**src/hdl/hbdn_pkg.sv**
```systemverilog
package hbdn_pkg;

	localparam int NCAND = 64;
	localparam int CIDX_W = $clog2(NCAND);
	localparam int ROT_CYCLES = 2 * NCAND;
	localparam int ROT_W = $clog2(ROT_CYCLES);
	// register stages in the overlap pipe, from the head cell to the hit
	localparam int CMP_LAT = 4;
	localparam int HEAT_FRAC_BITS = 4;

	localparam logic signed [19:0] BOX_MAX = 20'sd524287;
	localparam logic signed [19:0] BOX_MIN = -20'sd524288;

	// exp(-2^-f) in Q0.32 for f = 0..7
	localparam logic [31:0] EXP_TAB [8] = '{
		32'd1580030169, 32'd2605029347, 32'd3344923893, 32'd3790295335,
		32'd4034748381, 32'd4162825045, 32'd4228380001, 32'd4261544025};

	localparam logic [2:0] CFG_CONF_THR = 3'd0;
	localparam logic [2:0] CFG_NMS_THR  = 3'd1;
	localparam logic [2:0] CFG_INV_W    = 3'd2;
	localparam logic [2:0] CFG_INV_H    = 3'd3;
	localparam logic [2:0] CFG_GRID_W   = 3'd4;
	localparam logic [2:0] CFG_GRID_H   = 3'd5;
	localparam logic [2:0] CFG_OFS_FRAC = 3'd6;
	localparam logic [2:0] CFG_SIZ_FRAC = 3'd7;

	typedef struct packed {
		logic              vld;
		logic              sup;
		logic signed [19:0] left;
		logic signed [19:0] top;
		logic signed [19:0] width;
		logic signed [19:0] height;
		logic signed [7:0]  logit;
		logic [15:0]        src_idx;
	} cand_t;

	typedef struct packed {
		logic  vld;
		logic  cand;
		logic  last;
		cand_t ent;
	} dec_t;

	typedef enum logic [1:0] {
		OP_HOLD,
		OP_INS,
		OP_POP,
		OP_ROT
	} chain_op_t;

	typedef enum logic [3:0] {
		S_FILL = 4'b0001,
		S_HEAD = 4'b0010,
		S_ROT  = 4'b0100,
		S_DONE = 4'b1000
	} nms_state_t;

	typedef logic [15:0] sig_tab_t [256];

	function automatic logic [15:0] sig_q16(input int l);
		logic [63:0] p;
		logic [63:0] e;
		logic [63:0] d;
		logic [63:0] num;
		logic [63:0] q;
		logic [63:0] rem;
		int n;
		n = (l < 0) ? -l : l;
		e = {32'd0, EXP_TAB[HEAT_FRAC_BITS]};
		p = 64'h1_0000_0000;
		for (int i = 0; i < n; i++)
			p = (p * e) >> 32;
		d = 64'h1_0000_0000 + p;
		num = (l >= 0) ? (64'd1 << 48) : (p << 16);
		num = num + (d >> 1);
		q = '0;
		rem = '0;
		for (int b = 63; b >= 0; b--) begin
			rem = {rem[62:0], num[b]};
			if (rem >= d) begin
				rem = rem - d;
				q[b] = 1'b1;
			end
		end
		return (q > 64'd65535) ? 16'hFFFF : q[15:0];
	endfunction

	function automatic sig_tab_t build_sig_tab();
		sig_tab_t t;
		for (int i = 0; i < 256; i++)
			t[i] = sig_q16((i >= 128) ? i - 256 : i);
		return t;
	endfunction

	localparam sig_tab_t SIG_TAB = build_sig_tab();

	// floor((p*4 + 2^15) / 2^16), saturated to Q3.16
	function automatic logic signed [19:0] norm_sat(input logic signed [43:0] p);
		logic signed [43:0] v;
		v = (p + 44'sd8192) >>> 14;
		if (v > 44'sd524287)
			return BOX_MAX;
		else if (v < -44'sd524288)
			return BOX_MIN;
		else
			return v[19:0];
	endfunction

endpackage

```
**src/hdl/hbdn_cell.sv**
```systemverilog
module hbdn_cell (
	input  logic              clk,
	input  logic              arst_n,
	input  hbdn_pkg::chain_op_t op,
	input  hbdn_pkg::cand_t   new_ent,
	input  hbdn_pkg::cand_t   prev_ent,
	input  logic              prev_above,
	input  hbdn_pkg::cand_t   next_ent,
	input  logic              sup_hit,
	output hbdn_pkg::cand_t   ent,
	output logic              above
);
	import hbdn_pkg::*;

	cand_t ent_q;
	cand_t nxt;

	// strict compare keeps equal logits in arrival order
	assign above = ent_q.vld && (ent_q.logit < new_ent.logit);
	assign ent = ent_q;

	always_comb begin
		nxt = ent_q;
		case (op)
			OP_INS: begin
				if (prev_above)
					nxt = prev_ent;
				else if (prev_ent.vld && (above || !ent_q.vld))
					nxt = new_ent;
			end
			OP_POP: nxt = next_ent;
			OP_ROT: begin
				nxt = next_ent;
				nxt.sup = next_ent.sup | sup_hit;
			end
			default: nxt = ent_q;
		endcase
	end

	always_ff @(posedge clk or negedge arst_n) begin
		if (!arst_n)
			ent_q <= '0;
		else
			ent_q <= nxt;
	end

endmodule

```
**config.mk**
```make
export PLATFORM = sky130hd
export DESIGN_NAME = hbdn_cell
export DESIGN_NICKNAME = d
export VERILOG_FILES = /design/src/hdl/hbdn_pkg.sv /design/src/hdl/hbdn_cell.sv
export SDC_FILE = /design/constraint.sdc
export NUM_CORES = 1
export LEC_CHECK = 0
export BUFFER_PORTS_ARGS = -buffer_cell sky130_fd_sc_hd__buf_2
export CAP_MARGIN = 20
export CORE_AREA = 3 3 166 168
export DETAILED_ROUTE_END_ITERATION = 6
export DIE_AREA = 0 0 169 171
export GPL_ROUTABILITY_DRIVEN = 0
export PLACE_DENSITY_LB_ADDON = 0.1
export SLEW_MARGIN = 30
export SYNTH_ARGS = -nofsm -noshare
export SYNTH_HDL_FRONTEND = slang
export SYNTH_SLANG_ARGS = --single-unit
```
**constraint.sdc**
```tcl
create_clock -name clk -period 2.95 [get_ports clk]
set_input_delay 0 -clock clk [delete_from_list [all_inputs] [get_ports clk]]
set_output_delay 0 -clock clk [all_outputs]
set_load 0.1 [all_outputs]
```
==> metrics.md <==
| Metric | Value |
|---|---|
| Status | `finished with violations` |
| Violated checks | `DRC` |
| Post-synthesis sequential area ratio | `0.3355` |
| Fin. max-slew vios | `0` |
| Setup TNS | `0 ps` |
| Part of the power in registers | `0.275` |
| Sw frac | `0.5269` |
| Req. time, crit path | `3180 ps` |
| Most frequent cells in the layout | `buf_2 (427), inv_1 (113), nand2_1 (107)` |
| Synth Register Bits | `106` |
| Asr flop ratio synth | `1.000` |
| Vias in the first global route | `8,389` |
| CTS buffer count | `9` |
| # setup viols final | `0` |
| Drt pass-1 iters | `7` |
| CTS tree | `built` |
| Sw power | `0.003744 W` |
| WL final | `31.20 mm` |
| Max Cap Viol | `0` |
| Clock Tree Root | `clkbuf_16` |
| CTS sink cnt | `106` |
| Antenna-violating nets left | `0` |
| GRT Total Usage | `0.2029` |
| CP endpoint kind | `register` |
| Final Cycle Share | `0.8694` |
| Syn_nets | `1,202` |
| Wirelength per Cell | `18.67 um` |
| Post-layout min period | `2565 ps` |
| Commonest non-fill, non-tap cell in the layout | `buf_2` |
| Post-route DRC | `9` |
| Row cnt | `59` |
| Vias/cell | `5.348` |
| Clock insertion delay at the later pin of the skew report | `360 ps` |
| Ys Warns | `0` |
| Dpl hpwl | `21.93 mm` |
| Max FO, Critical Path | `38` |
| First-pass GRT wire length | `47.04 mm` |
| Initial Util | `0.3034` |
| Mapped Area | `0.007906 mm2` |
| Die width | `169 um` |
| Area delta synth->final | `46.67%` |
| Vias | `8,936` |
| Overflow after GRT | `0` |
| Initial drt markers | `1,096` |
| Setup CP Type | `reg2reg` |
| IO buf count | `430` |
| Setup Skew | `14.51 ps` |
| Lkg Pwr | `5.944 nW` |
| Core area | `0.02606 mm2` |
| Reg clk slew, reported paths | `80 ps` |
| Yosys cell types | `31` |
| RSZ-0062 raised after global routing | `no` |
| Pin count of the biggest net entering global routing | `121` |
| Pwr Density | `612.8 mW/mm2` |
| Clock network fraction of total power | `0.179` |
| I/O Pins | `431` |
| Post-synth EDFFs | `0` |
| Normalized max-slew margin | `0.4874` |
| Synth Instances | `871` |
| Number of nets in the layout | `1,661` |
| DIE AREA | `0.02890 mm2` |
| Max Fclk | `389.9 MHz` |
| Setup crit start kind | `register` |
| H-tree Lvls | `3` |
| Synth area leader | `dfrtp_1` |
| Initial antenna violation count | `2` |
| P_int | `0.003362 W` |
| Comb pwr share | `0.546` |
| Share of layout cells above drive strength 1 | `0.3528` |
| Share of the synthesized area in the top cell type | `0.3355` |
| Min-Delay Path Class | `in2reg` |
| Non-filler instance count after layout | `1,671` |
| Main synth FF type | `dfrtp_1` |
| CP arrival | `2790 ps` |
| Max VDD drop | `0.3419 mV` |
| Maximum clock insertion buffer count | `2` |
| Filler instances | `2,587` |
| Cell count after placement | `1,560` |
| Final Hold Viols | `0` |
| Max reg flops | `106` |
| Die Y | `171 um` |
| Top cells by area, synth | `dfrtp_1 (34%), a221o_1 (13%), mux2i_1 (13%), a222oi_1 (13%), o21ai_0 (6.6%)` |
| Slew @ Worst Pin | `767.1 ps` |
| Mean Syn Cell Area | `9.077 um2` |
-- synthesized netlist by cell type, drive strengths merged (2+ instances only) --
cell type / count
clkbuf: 51
nor2: 4
a221o: 106
nand2b: 2
inv: 113
a2111oi: 2
ha: 7
nand2: 107
a21oi: 3
dfrtp: 106
buf: 41
o21ai: 106
mux2i: 105
a222oi: 104
nor2b: 2
o21a: 2
-- repair_timing --
item                                   CTS  global route
endpoints found under the hold margin  160             0
hold buffers                            94             0
gates resized for setup                  0             0
setup buffers                            0             0
-- layer usage --
layer	part of all wire	vias up	routed length, um	global-route usage
met3	0.080	24	2487	0.03835
met5	0.00067	-	21	0
li1	-	4341	-	-
met4	0.012	4	380	0.04799
met2	0.49	394	15440	0.3482
met1	0.41	4173	12870	0.2660
-- critical path, cell delays in order (launching register included) --
cell       delay, ps
dfrtp_2          430
ha_1             290
a21o_1           190
a2111oi_4        390
o21ai_2          130
and4_4           350
buf_12           250
a221o_1          370
-- stage by stage --
step / total power (W) / setup WS, ps / hold slack, ps / util / instance area, um2
finish: 0.007106 / 385.4 / 7.151 / 0.4450 / 11600
CTS: 0.007191 / 395.1 / 2.282 / 0.4449 / 11590
global placement: 0.005764 / 432.6 / 215.5 / 0.3969 / 10340
floorplan: 0.004877 / 123.0 / -295.6 / - / 7911
global route: 0.007461 / 244.5 / 40.95 / 0.4449 / 11590
detailed placement: 0.005781 / 426.1 / 79.43 / 0.3971 / 10350
-- path summary, 6_finish.rpt --
check	cells after the start	endpoint	from	slack (ps)
max	7	ent[54]	ent[21]	390
min	4	ent[18]	next_ent[18]	7
max reg2reg	7	ent[54]	ent[21]	390
min reg2reg	1	ent[50]	ent[50]	540
max in group asynchronous	3	ent[81]	arst_n	2040
min in group asynchronous	2	ent[36]	arst_n	240
-- final cells by class --
| type | count | area, um2 | area share |
|---|---|---|---|
| antenna | 1 | 2.502 | 0.0002158 |
| clock buffer | 11 | 242.7 | 0.02093 |
| clock inverter | 5 | 62.56 | 0.005395 |
| inverter | 113 | 424.2 | 0.03658 |
| multi-input combinational | 560 | 4419 | 0.3811 |
| sequential | 106 | 2654 | 0.2289 |
| tap | 335 | 419.2 | 0.03615 |
| timing repair buffer | 540 | 3372 | 0.2908 |
-- power groups by stage --
stage          logic, W  registers, W  clock network [W]
6_report        0.00388       0.00195            0.00127
5_1_grt         0.00409       0.00199            0.00137
4_1_cts         0.00391       0.00195            0.00133
2_1_floorplan  0.000981       0.00390                  0
3_5_place_dp    0.00381       0.00197                  0
3_3_place_gp    0.00379       0.00198                  0
-- kinds of logic (layout without fill, tap and decap cells) --
group | Yosys count | count (layout) | share of synthesized area
flip-flops | 106 | 106 | 0.3355
AND/OR/NAND/NOR | 118 | 118 | 0.05966
AO/OA/AOI/OAI | 330 | 330 | 0.3529
multiplexers | 105 | 105 | 0.1329
adder cells (fa/ha/maj) | 7 | 7 | 0.01108
buffers and inverters | 205 | 669 | 0.1079
other | 0 | 1 | 0
(Power assumes the default switching activity.)
