`src/hdl/hbdn_pkg.sv`:
```
package hbdn_pkg;

	localparam int NCAND = 64;
	localparam int CIDX_W = $clog2(NCAND);
	localparam int ROT_CYCLES = 2 * NCAND;
	localparam int ROT_W = $clog2(ROT_CYCLES);
	// register stages in the overlap pipe, from the head cell to the hit
	localparam int CMP_LAT = 4;
	localparam int HEAT_FRAC_BITS = 4;

	localparam logic signed [19:0] BOX_MAX = 20'sd524287;
	localparam logic signed [19:0] BOX_MIN = -20'sd524288;

	// exp(-2^-f) in Q0.32 for f = 0..7
	localparam logic [31:0] EXP_TAB [8] = '{
		32'd1580030169, 32'd2605029347, 32'd3344923893, 32'd3790295335,
		32'd4034748381, 32'd4162825045, 32'd4228380001, 32'd4261544025};

	localparam logic [2:0] CFG_CONF_THR = 3'd0;
	localparam logic [2:0] CFG_NMS_THR  = 3'd1;
	localparam logic [2:0] CFG_INV_W    = 3'd2;
	localparam logic [2:0] CFG_INV_H    = 3'd3;
	localparam logic [2:0] CFG_GRID_W   = 3'd4;
	localparam logic [2:0] CFG_GRID_H   = 3'd5;
	localparam logic [2:0] CFG_OFS_FRAC = 3'd6;
	localparam logic [2:0] CFG_SIZ_FRAC = 3'd7;

	typedef struct packed {
		logic              vld;
		logic              sup;
		logic signed [19:0] left;
		logic signed [19:0] top;
		logic signed [19:0] width;
		logic signed [19:0] height;
		logic signed [7:0]  logit;
		logic [15:0]        src_idx;
	} cand_t;

	typedef struct packed {
		logic  vld;
		logic  cand;
		logic  last;
		cand_t ent;
	} dec_t;

	typedef enum logic [1:0] {
		OP_HOLD,
		OP_INS,
		OP_POP,
		OP_ROT
	} chain_op_t;

	typedef enum logic [3:0] {
		S_FILL = 4'b0001,
		S_HEAD = 4'b0010,
		S_ROT  = 4'b0100,
		S_DONE = 4'b1000
	} nms_state_t;

	typedef logic [15:0] sig_tab_t [256];

	function automatic logic [15:0] sig_q16(input int l);
		logic [63:0] p;
		logic [63:0] e;
		logic [63:0] d;
		logic [63:0] num;
		logic [63:0] q;
		logic [63:0] rem;
		int n;
		n = (l < 0) ? -l : l;
		e = {32'd0, EXP_TAB[HEAT_FRAC_BITS]};
		p = 64'h1_0000_0000;
		for (int i = 0; i < n; i++)
			p = (p * e) >> 32;
		d = 64'h1_0000_0000 + p;
		num = (l >= 0) ? (64'd1 << 48) : (p << 16);
		num = num + (d >> 1);
		q = '0;
		rem = '0;
		for (int b = 63; b >= 0; b--) begin
			rem = {rem[62:0], num[b]};
			if (rem >= d) begin
				rem = rem - d;
				q[b] = 1'b1;
			end
		end
		return (q > 64'd65535) ? 16'hFFFF : q[15:0];
	endfunction

	function automatic sig_tab_t build_sig_tab();
		sig_tab_t t;
		for (int i = 0; i < 256; i++)
			t[i] = sig_q16((i >= 128) ? i - 256 : i);
		return t;
	endfunction

	localparam sig_tab_t SIG_TAB = build_sig_tab();

	// floor((p*4 + 2^15) / 2^16), saturated to Q3.16
	function automatic logic signed [19:0] norm_sat(input logic signed [43:0] p);
		logic signed [43:0] v;
		v = (p + 44'sd8192) >>> 14;
		if (v > 44'sd524287)
			return BOX_MAX;
		else if (v < -44'sd524288)
			return BOX_MIN;
		else
			return v[19:0];
	endfunction

endpackage

```
`src/hdl/hbdn_decode.sv`:
```
module hbdn_decode (
	input  logic              clk,
	input  logic              arst_n,
	input  logic              take,
	input  logic signed [7:0] heat_logit,
	input  logic signed [7:0] offset_x,
	input  logic signed [7:0] offset_y,
	input  logic signed [7:0] size_x,
	input  logic signed [7:0] size_y,
	input  logic              last_cell,
	input  logic signed [7:0] conf_thr,
	input  logic [23:0]       inv_w,
	input  logic [23:0]       inv_h,
	input  logic [8:0]        grid_w,
	input  logic [8:0]        grid_h,
	input  logic [2:0]        ofs_frac,
	input  logic [2:0]        siz_frac,
	output hbdn_pkg::dec_t    dec
);
	import hbdn_pkg::*;

	logic [7:0]  col_q, row_q;
	logic [16:0] cell_d;
	logic [8:0]  gw_eff, gh_eff;
	logic [3:0]  osh, ssh_h, ssh_f;
	logic signed [15:0] ox16, oy16, sxh16, syh16, sxf16, syf16;
	logic signed [17:0] cx, cy;

	logic signed [18:0] gl_s1, gt_s1, gw_s1, gh_s1;
	logic               vld_s1, cand_s1, last_s1;
	logic signed [7:0]  logit_s1;
	logic [15:0]        cell_s1;

	logic signed [43:0] pl_s2, pt_s2, pw_s2, ph_s2;
	logic               vld_s2, cand_s2, last_s2;
	logic signed [7:0]  logit_s2;
	logic [15:0]        cell_s2;

	dec_t dec_s3;

	assign gw_eff = (grid_w == 9'd0) ? 9'd1 : ((grid_w > 9'd256) ? 9'd256 : grid_w);
	assign gh_eff = (grid_h == 9'd0) ? 9'd1 : ((grid_h > 9'd256) ? 9'd256 : grid_h);

	always_ff @(posedge clk or negedge arst_n) begin
		if (!arst_n) begin
			col_q <= '0;
			row_q <= '0;
		end else if (take) begin
			if (last_cell) begin
				col_q <= '0;
				row_q <= '0;
			end else if ({1'b0, col_q} + 9'd1 >= gw_eff) begin
				col_q <= '0;
				if ({1'b0, row_q} + 9'd1 >= gh_eff)
					row_q <= '0;
				else
					row_q <= row_q + 8'd1;
			end else begin
				col_q <= col_q + 8'd1;
			end
		end
	end

	// row * width + column, at most 65535
	assign cell_d = {9'd0, row_q} * {8'd0, gw_eff} + {9'd0, col_q};

	// grid units in Q.8
	assign osh   = 4'd8 - {1'b0, ofs_frac};
	assign ssh_h = 4'd7 - {1'b0, siz_frac};
	assign ssh_f = 4'd8 - {1'b0, siz_frac};
	assign ox16  = $signed({{8{offset_x[7]}}, offset_x}) <<< osh;
	assign oy16  = $signed({{8{offset_y[7]}}, offset_y}) <<< osh;
	assign sxh16 = $signed({{8{size_x[7]}}, size_x}) <<< ssh_h;
	assign syh16 = $signed({{8{size_y[7]}}, size_y}) <<< ssh_h;
	assign sxf16 = $signed({{8{size_x[7]}}, size_x}) <<< ssh_f;
	assign syf16 = $signed({{8{size_y[7]}}, size_y}) <<< ssh_f;
	assign cx = $signed({2'b00, col_q, 8'h00}) + $signed({{2{ox16[15]}}, ox16});
	assign cy = $signed({2'b00, row_q, 8'h00}) + $signed({{2{oy16[15]}}, oy16});

	always_ff @(posedge clk or negedge arst_n) begin
		if (!arst_n) begin
			vld_s1 <= 1'b0;
			vld_s2 <= 1'b0;
			dec_s3 <= '0;
		end else begin
			vld_s1 <= take;
			vld_s2 <= vld_s1;
			dec_s3.vld            <= vld_s2;
			dec_s3.cand           <= cand_s2;
			dec_s3.last           <= last_s2;
			dec_s3.ent.vld        <= 1'b1;
			dec_s3.ent.sup        <= 1'b0;
			dec_s3.ent.left       <= norm_sat(pl_s2);
			dec_s3.ent.top        <= norm_sat(pt_s2);
			dec_s3.ent.width      <= norm_sat(pw_s2);
			dec_s3.ent.height     <= norm_sat(ph_s2);
			dec_s3.ent.logit      <= logit_s2;
			dec_s3.ent.src_idx    <= cell_s2;
		end
	end

	always_ff @(posedge clk) begin
		gl_s1    <= {cx[17], cx} - {{3{sxh16[15]}}, sxh16};
		gt_s1    <= {cy[17], cy} - {{3{syh16[15]}}, syh16};
		gw_s1    <= {{3{sxf16[15]}}, sxf16};
		gh_s1    <= {{3{syf16[15]}}, syf16};
		cand_s1  <= heat_logit >= conf_thr;
		last_s1  <= last_cell;
		logit_s1 <= heat_logit;
		cell_s1  <= cell_d[15:0];

		pl_s2    <= gl_s1 * $signed({1'b0, inv_w});
		pt_s2    <= gt_s1 * $signed({1'b0, inv_h});
		pw_s2    <= gw_s1 * $signed({1'b0, inv_w});
		ph_s2    <= gh_s1 * $signed({1'b0, inv_h});
		cand_s2  <= cand_s1;
		last_s2  <= last_s1;
		logit_s2 <= logit_s1;
		cell_s2  <= cell_s1;
	end

	assign dec = dec_s3;

endmodule

```
`config.mk`:
```
export PLATFORM = sky130hd
export DESIGN_NAME = hbdn_decode
export DESIGN_NICKNAME = d
export VERILOG_FILES = /design/src/hdl/hbdn_pkg.sv /design/src/hdl/hbdn_decode.sv
export SDC_FILE = /design/constraint.sdc
export NUM_CORES = 2
export LEC_CHECK = 0
export ABC_AREA = 1
export BUFFER_PORTS_ARGS = -buffer_cell sky130_fd_sc_hd__buf_2
export CORE_MARGIN = 2
export CORE_UTILIZATION = 65
export DETAILED_ROUTE_END_ITERATION = 8
export PLACE_DENSITY_LB_ADDON = 0.05
export SYNTH_ARGS = -nofsm -noshare
export SYNTH_HDL_FRONTEND = slang
export SYNTH_SLANG_ARGS = --single-unit
```
`constraint.sdc`:
```
create_clock -name clk -period 7.1 [get_ports clk]
set_input_delay 0.355 -clock clk [delete_from_list [all_inputs] [get_ports clk]]
set_output_delay 0.355 -clock clk [all_outputs]
set_load 0.1 [all_outputs]
```
==> impl_metrics.tcl <==
set metrics [dict create \
    arrival_ps 7200 \
    fin_skew_ps 59.7 \
    slew_viol_final 0 \
    clock_latency_ps 640 \
    postLayoutCellArea_um2 83000 \
    cts_max_level 2 \
    drt-initial-drc-count 5651 \
    min_period_over_period_pct 93.7 \
    worstMarginPinSlew_ps 1290 \
    min_path_type "in -> reg" \
    timing.final.crit_period_ps 6650 \
    clock-sinks 366 \
    worstPathMaxFanout 24 \
    numCtsBuffers 44 \
    reg2reg_slack_ps 450 \
    drive_gt1_share_pct 4.84 \
    ff_latch_area_um2 7960 \
    drt.antenna.violating_nets 0 \
    multi_input_area_um2 58800 \
    rsz0062_at_grt "false" \
    crit_chain "nand2_1 > fa_1 > inv_1 > fa_1 > inv_1 > fa_1 > inv_1 > fa_1 > fa_1 > fa_1 > ha_1 > ha_1 > nand2_1 > nor2_1 > inv_1 > nor2_1 > inv_1 > nor2_1 > nand4_1 > nand3_1 > xor2_1" \
    mostFrequentLayoutCells "2,889 x nand2_1, 2,749 x inv_1, 1,423 x fa_1" \
    start_util_pct 65.6 \
    grt-busiest-layer "met2" \
    slowest_stage "dfxtp_1" \
    avgSynthCellArea_um2 7.51 \
    routedWlPerCell_um 18.0 \
    yosys_warnings 0 \
    grt_first_pass_wirelength_um 356000 \
    mostFrequentLayoutCell "nand2_1" \
    syn_inst 10500 \
    place_area_um2 81300 \
    drc_errors 0 \
    setup_violations 0 \
    ys_ff_latch 366 \
    first_global_vias 68500 \
    tritoncts "done" \
    grtUsageMet1_pct 49.6 \
    stdcell_count 12200 \
    rows 127 \
    finalWeightedCongestion 0.964 \
    status "completed" \
    num_io_pins 233 \
    syn-cell-area_um2 78700 \
    maxCapViolations 0 \
    postCtsHoldBufs 11 \
    crit_type "reg -> reg" \
    routed_wl_um 219000 \
    path_common_cell "fa_1" \
    via_per_inst 5.42 \
    slew_headroom_pct 13.9 \
    worst-endpoint-required_ps 7650 \
    syn_to_final_growth_pct 5.54 \
    dr.pass1.iters 6 \
    fin_nets 12800 \
    die-height_um 352 \
    holdWs_ps 104 \
    end_kind "register" \
    finalSetupTns_ps 0 \
    synth_nets 12700 \
    gr-total-overflow 0 \
    max_stage_delay_ps 1080 \
    grt_use_met3_pct 7.63 \
    fillers 10100 \
    fp.coreArea_um2 120000 \
    track_usage_pct 36.5 \
    die_w_um 352 \
    grt_max_degree 66 \
    die_area_um2 124000 \
    clockBufferDepth 3 \
    post-dp-hpwl_um 181000 \
    portBuffers 231 \
    max_freq_mhz 150 \
    synth_cell_types 57 \
    dp.cells 12100 \
    start_kind "register" \
    ys_seq_area_share_pct 10.1 \
    antenna_found_initial 13 \
    path_clk_slew_ps 60 \
    post_cts_buffers 0 \
    cts-resized-gates 0 \
    finalHoldViolCount 0 \
    gr-usage-met2_pct 58.5 \
    vias 65900 \
    cts_root_buf "clkbuf_16" \
]
==> final cells by class <==
| class | instances | share of cell area [%] |
|---|---|---|
| timing repair buffer | 372 | 2.77 |
| inverter | 2754 | 12.5 |
| clock inverter | 25 | 0.368 |
| antenna | 9 | 0.0271 |
| multi-input combinational | 6968 | 70.9 |
| tap | 1612 | 2.43 |
| clock buffer | 57 | 1.47 |
| sequential | 366 | 9.59 |
==> per-stage QoR <==
stage | utilization (%) | setup slack [ps]
detailed placement | 67.8 | 499
CTS | 69.2 | 471
global placement | 67.8 | 506
global route | 69.2 | 161
finish | 69.2 | 447
floorplan | - | 1380
==> state kept, by name (all words and copies together), names as in the netlist, 8 cells and up <==
name	cells
row_q	8
pt_s2	31
pw_s2	28
gh_s1	16
logit_s1	8
ph_s2	28
col_q	8
dec	108
cell_s2	16
pl_s2	31
gt_s1	19
gl_s1	19
cell_s1	16
logit_s2	8
gw_s1	16
==> kinds of logic after synthesis <==
family,Yosys count,share of synthesized area (%)
muxes,3,0.0382
other,2,0.00955
adders and majority gates,2149,47.8
AOI/OAI and AO/OA,651,4.55
DFF,366,10.1
xor gates and xnor gates,236,2.63
buffers and inverters,3142,15.1
and+or+nand+nor,3927,19.8
==> synth_stat cells (all sizes together) <==
library cell / n / area share [%]
dfxtp: 240 / 6.1
clkinv: 2 / 0.0095
nor4: 9 / 0.072
a31oi: 23 / 0.18
o311ai: 1 / 0.011
clkbuf: 367 / 1.8
nand2b: 1 / 0.0080
conb: 2 / 0.0095
buf: 21 / 0.18
nor2b: 1 / 0.0080
xnor2: 71 / 0.79
and3: 8 / 0.064
a31o: 1 / 0.011
a21o: 31 / 0.30
ha: 726 / 12
o21bai: 12 / 0.11
nor2: 632 / 3.1
and2: 2 / 0.016
o21a: 25 / 0.24
nand3: 216 / 1.4
o31ai: 3 / 0.029
a211oi: 3 / 0.029
nand3b: 20 / 0.20
a21boi: 9 / 0.086
or2: 10 / 0.080
o22ai: 9 / 0.072
xor2: 165 / 1.8
dfrtp: 126 / 4.0
mux2i: 3 / 0.038
o31a: 2 / 0.022
o211ai: 10 / 0.095
a21oi: 267 / 1.7
nand4: 42 / 0.33
nor3: 78 / 0.50
nor3b: 1 / 0.016
fa: 1423 / 36
o2111ai: 1 / 0.011
o21ai: 254 / 1.6
inv: 2752 / 13
nand2: 2907 / 14
==> layer usage <==
metal,vias to the layer above,share of wire [%],routed length (um)
met5,-,0.044,97
met4,10,3.5,7640
met3,550,10,22100
met2,3013,46,101000
met1,32000,40,88800
li1,30400,-,-
==> worst paths after layout <==
path | start | end | cells past startpoint
setup / recovery | gl_s1[4]$_DFF_P_ | pl_s2[39]$_DFF_P_ | 21
hold / removal | conf_thr[0] | cand_s1$_DFF_P_ | 4
setup reg to reg | gl_s1[4]$_DFF_P_ | pl_s2[39]$_DFF_P_ | 21
hold reg to reg | cell_s1[1]$_DFF_P_ | cell_s2[1]$_DFF_P_ | 0
max in group asynchronous | arst_n | dec[5]$_DFF_PN0_ | 3
min in group asynchronous | arst_n | dec[100]$_DFF_PN0_ | 2
==> worst max-delay path: cells and delay by family (launching register included) <==
family                     cells  cell delay, ps
and+or+nand+nor                7            1160
buffers and inverters          5             310
adders and majority gates      8            3850
xor gates and xnor gates       1             160
DFF                            1            1080
Power is left out: the tool's default activity adds up to more than one toggle a clock period on the data nets, which glitch-free logic cannot reach.
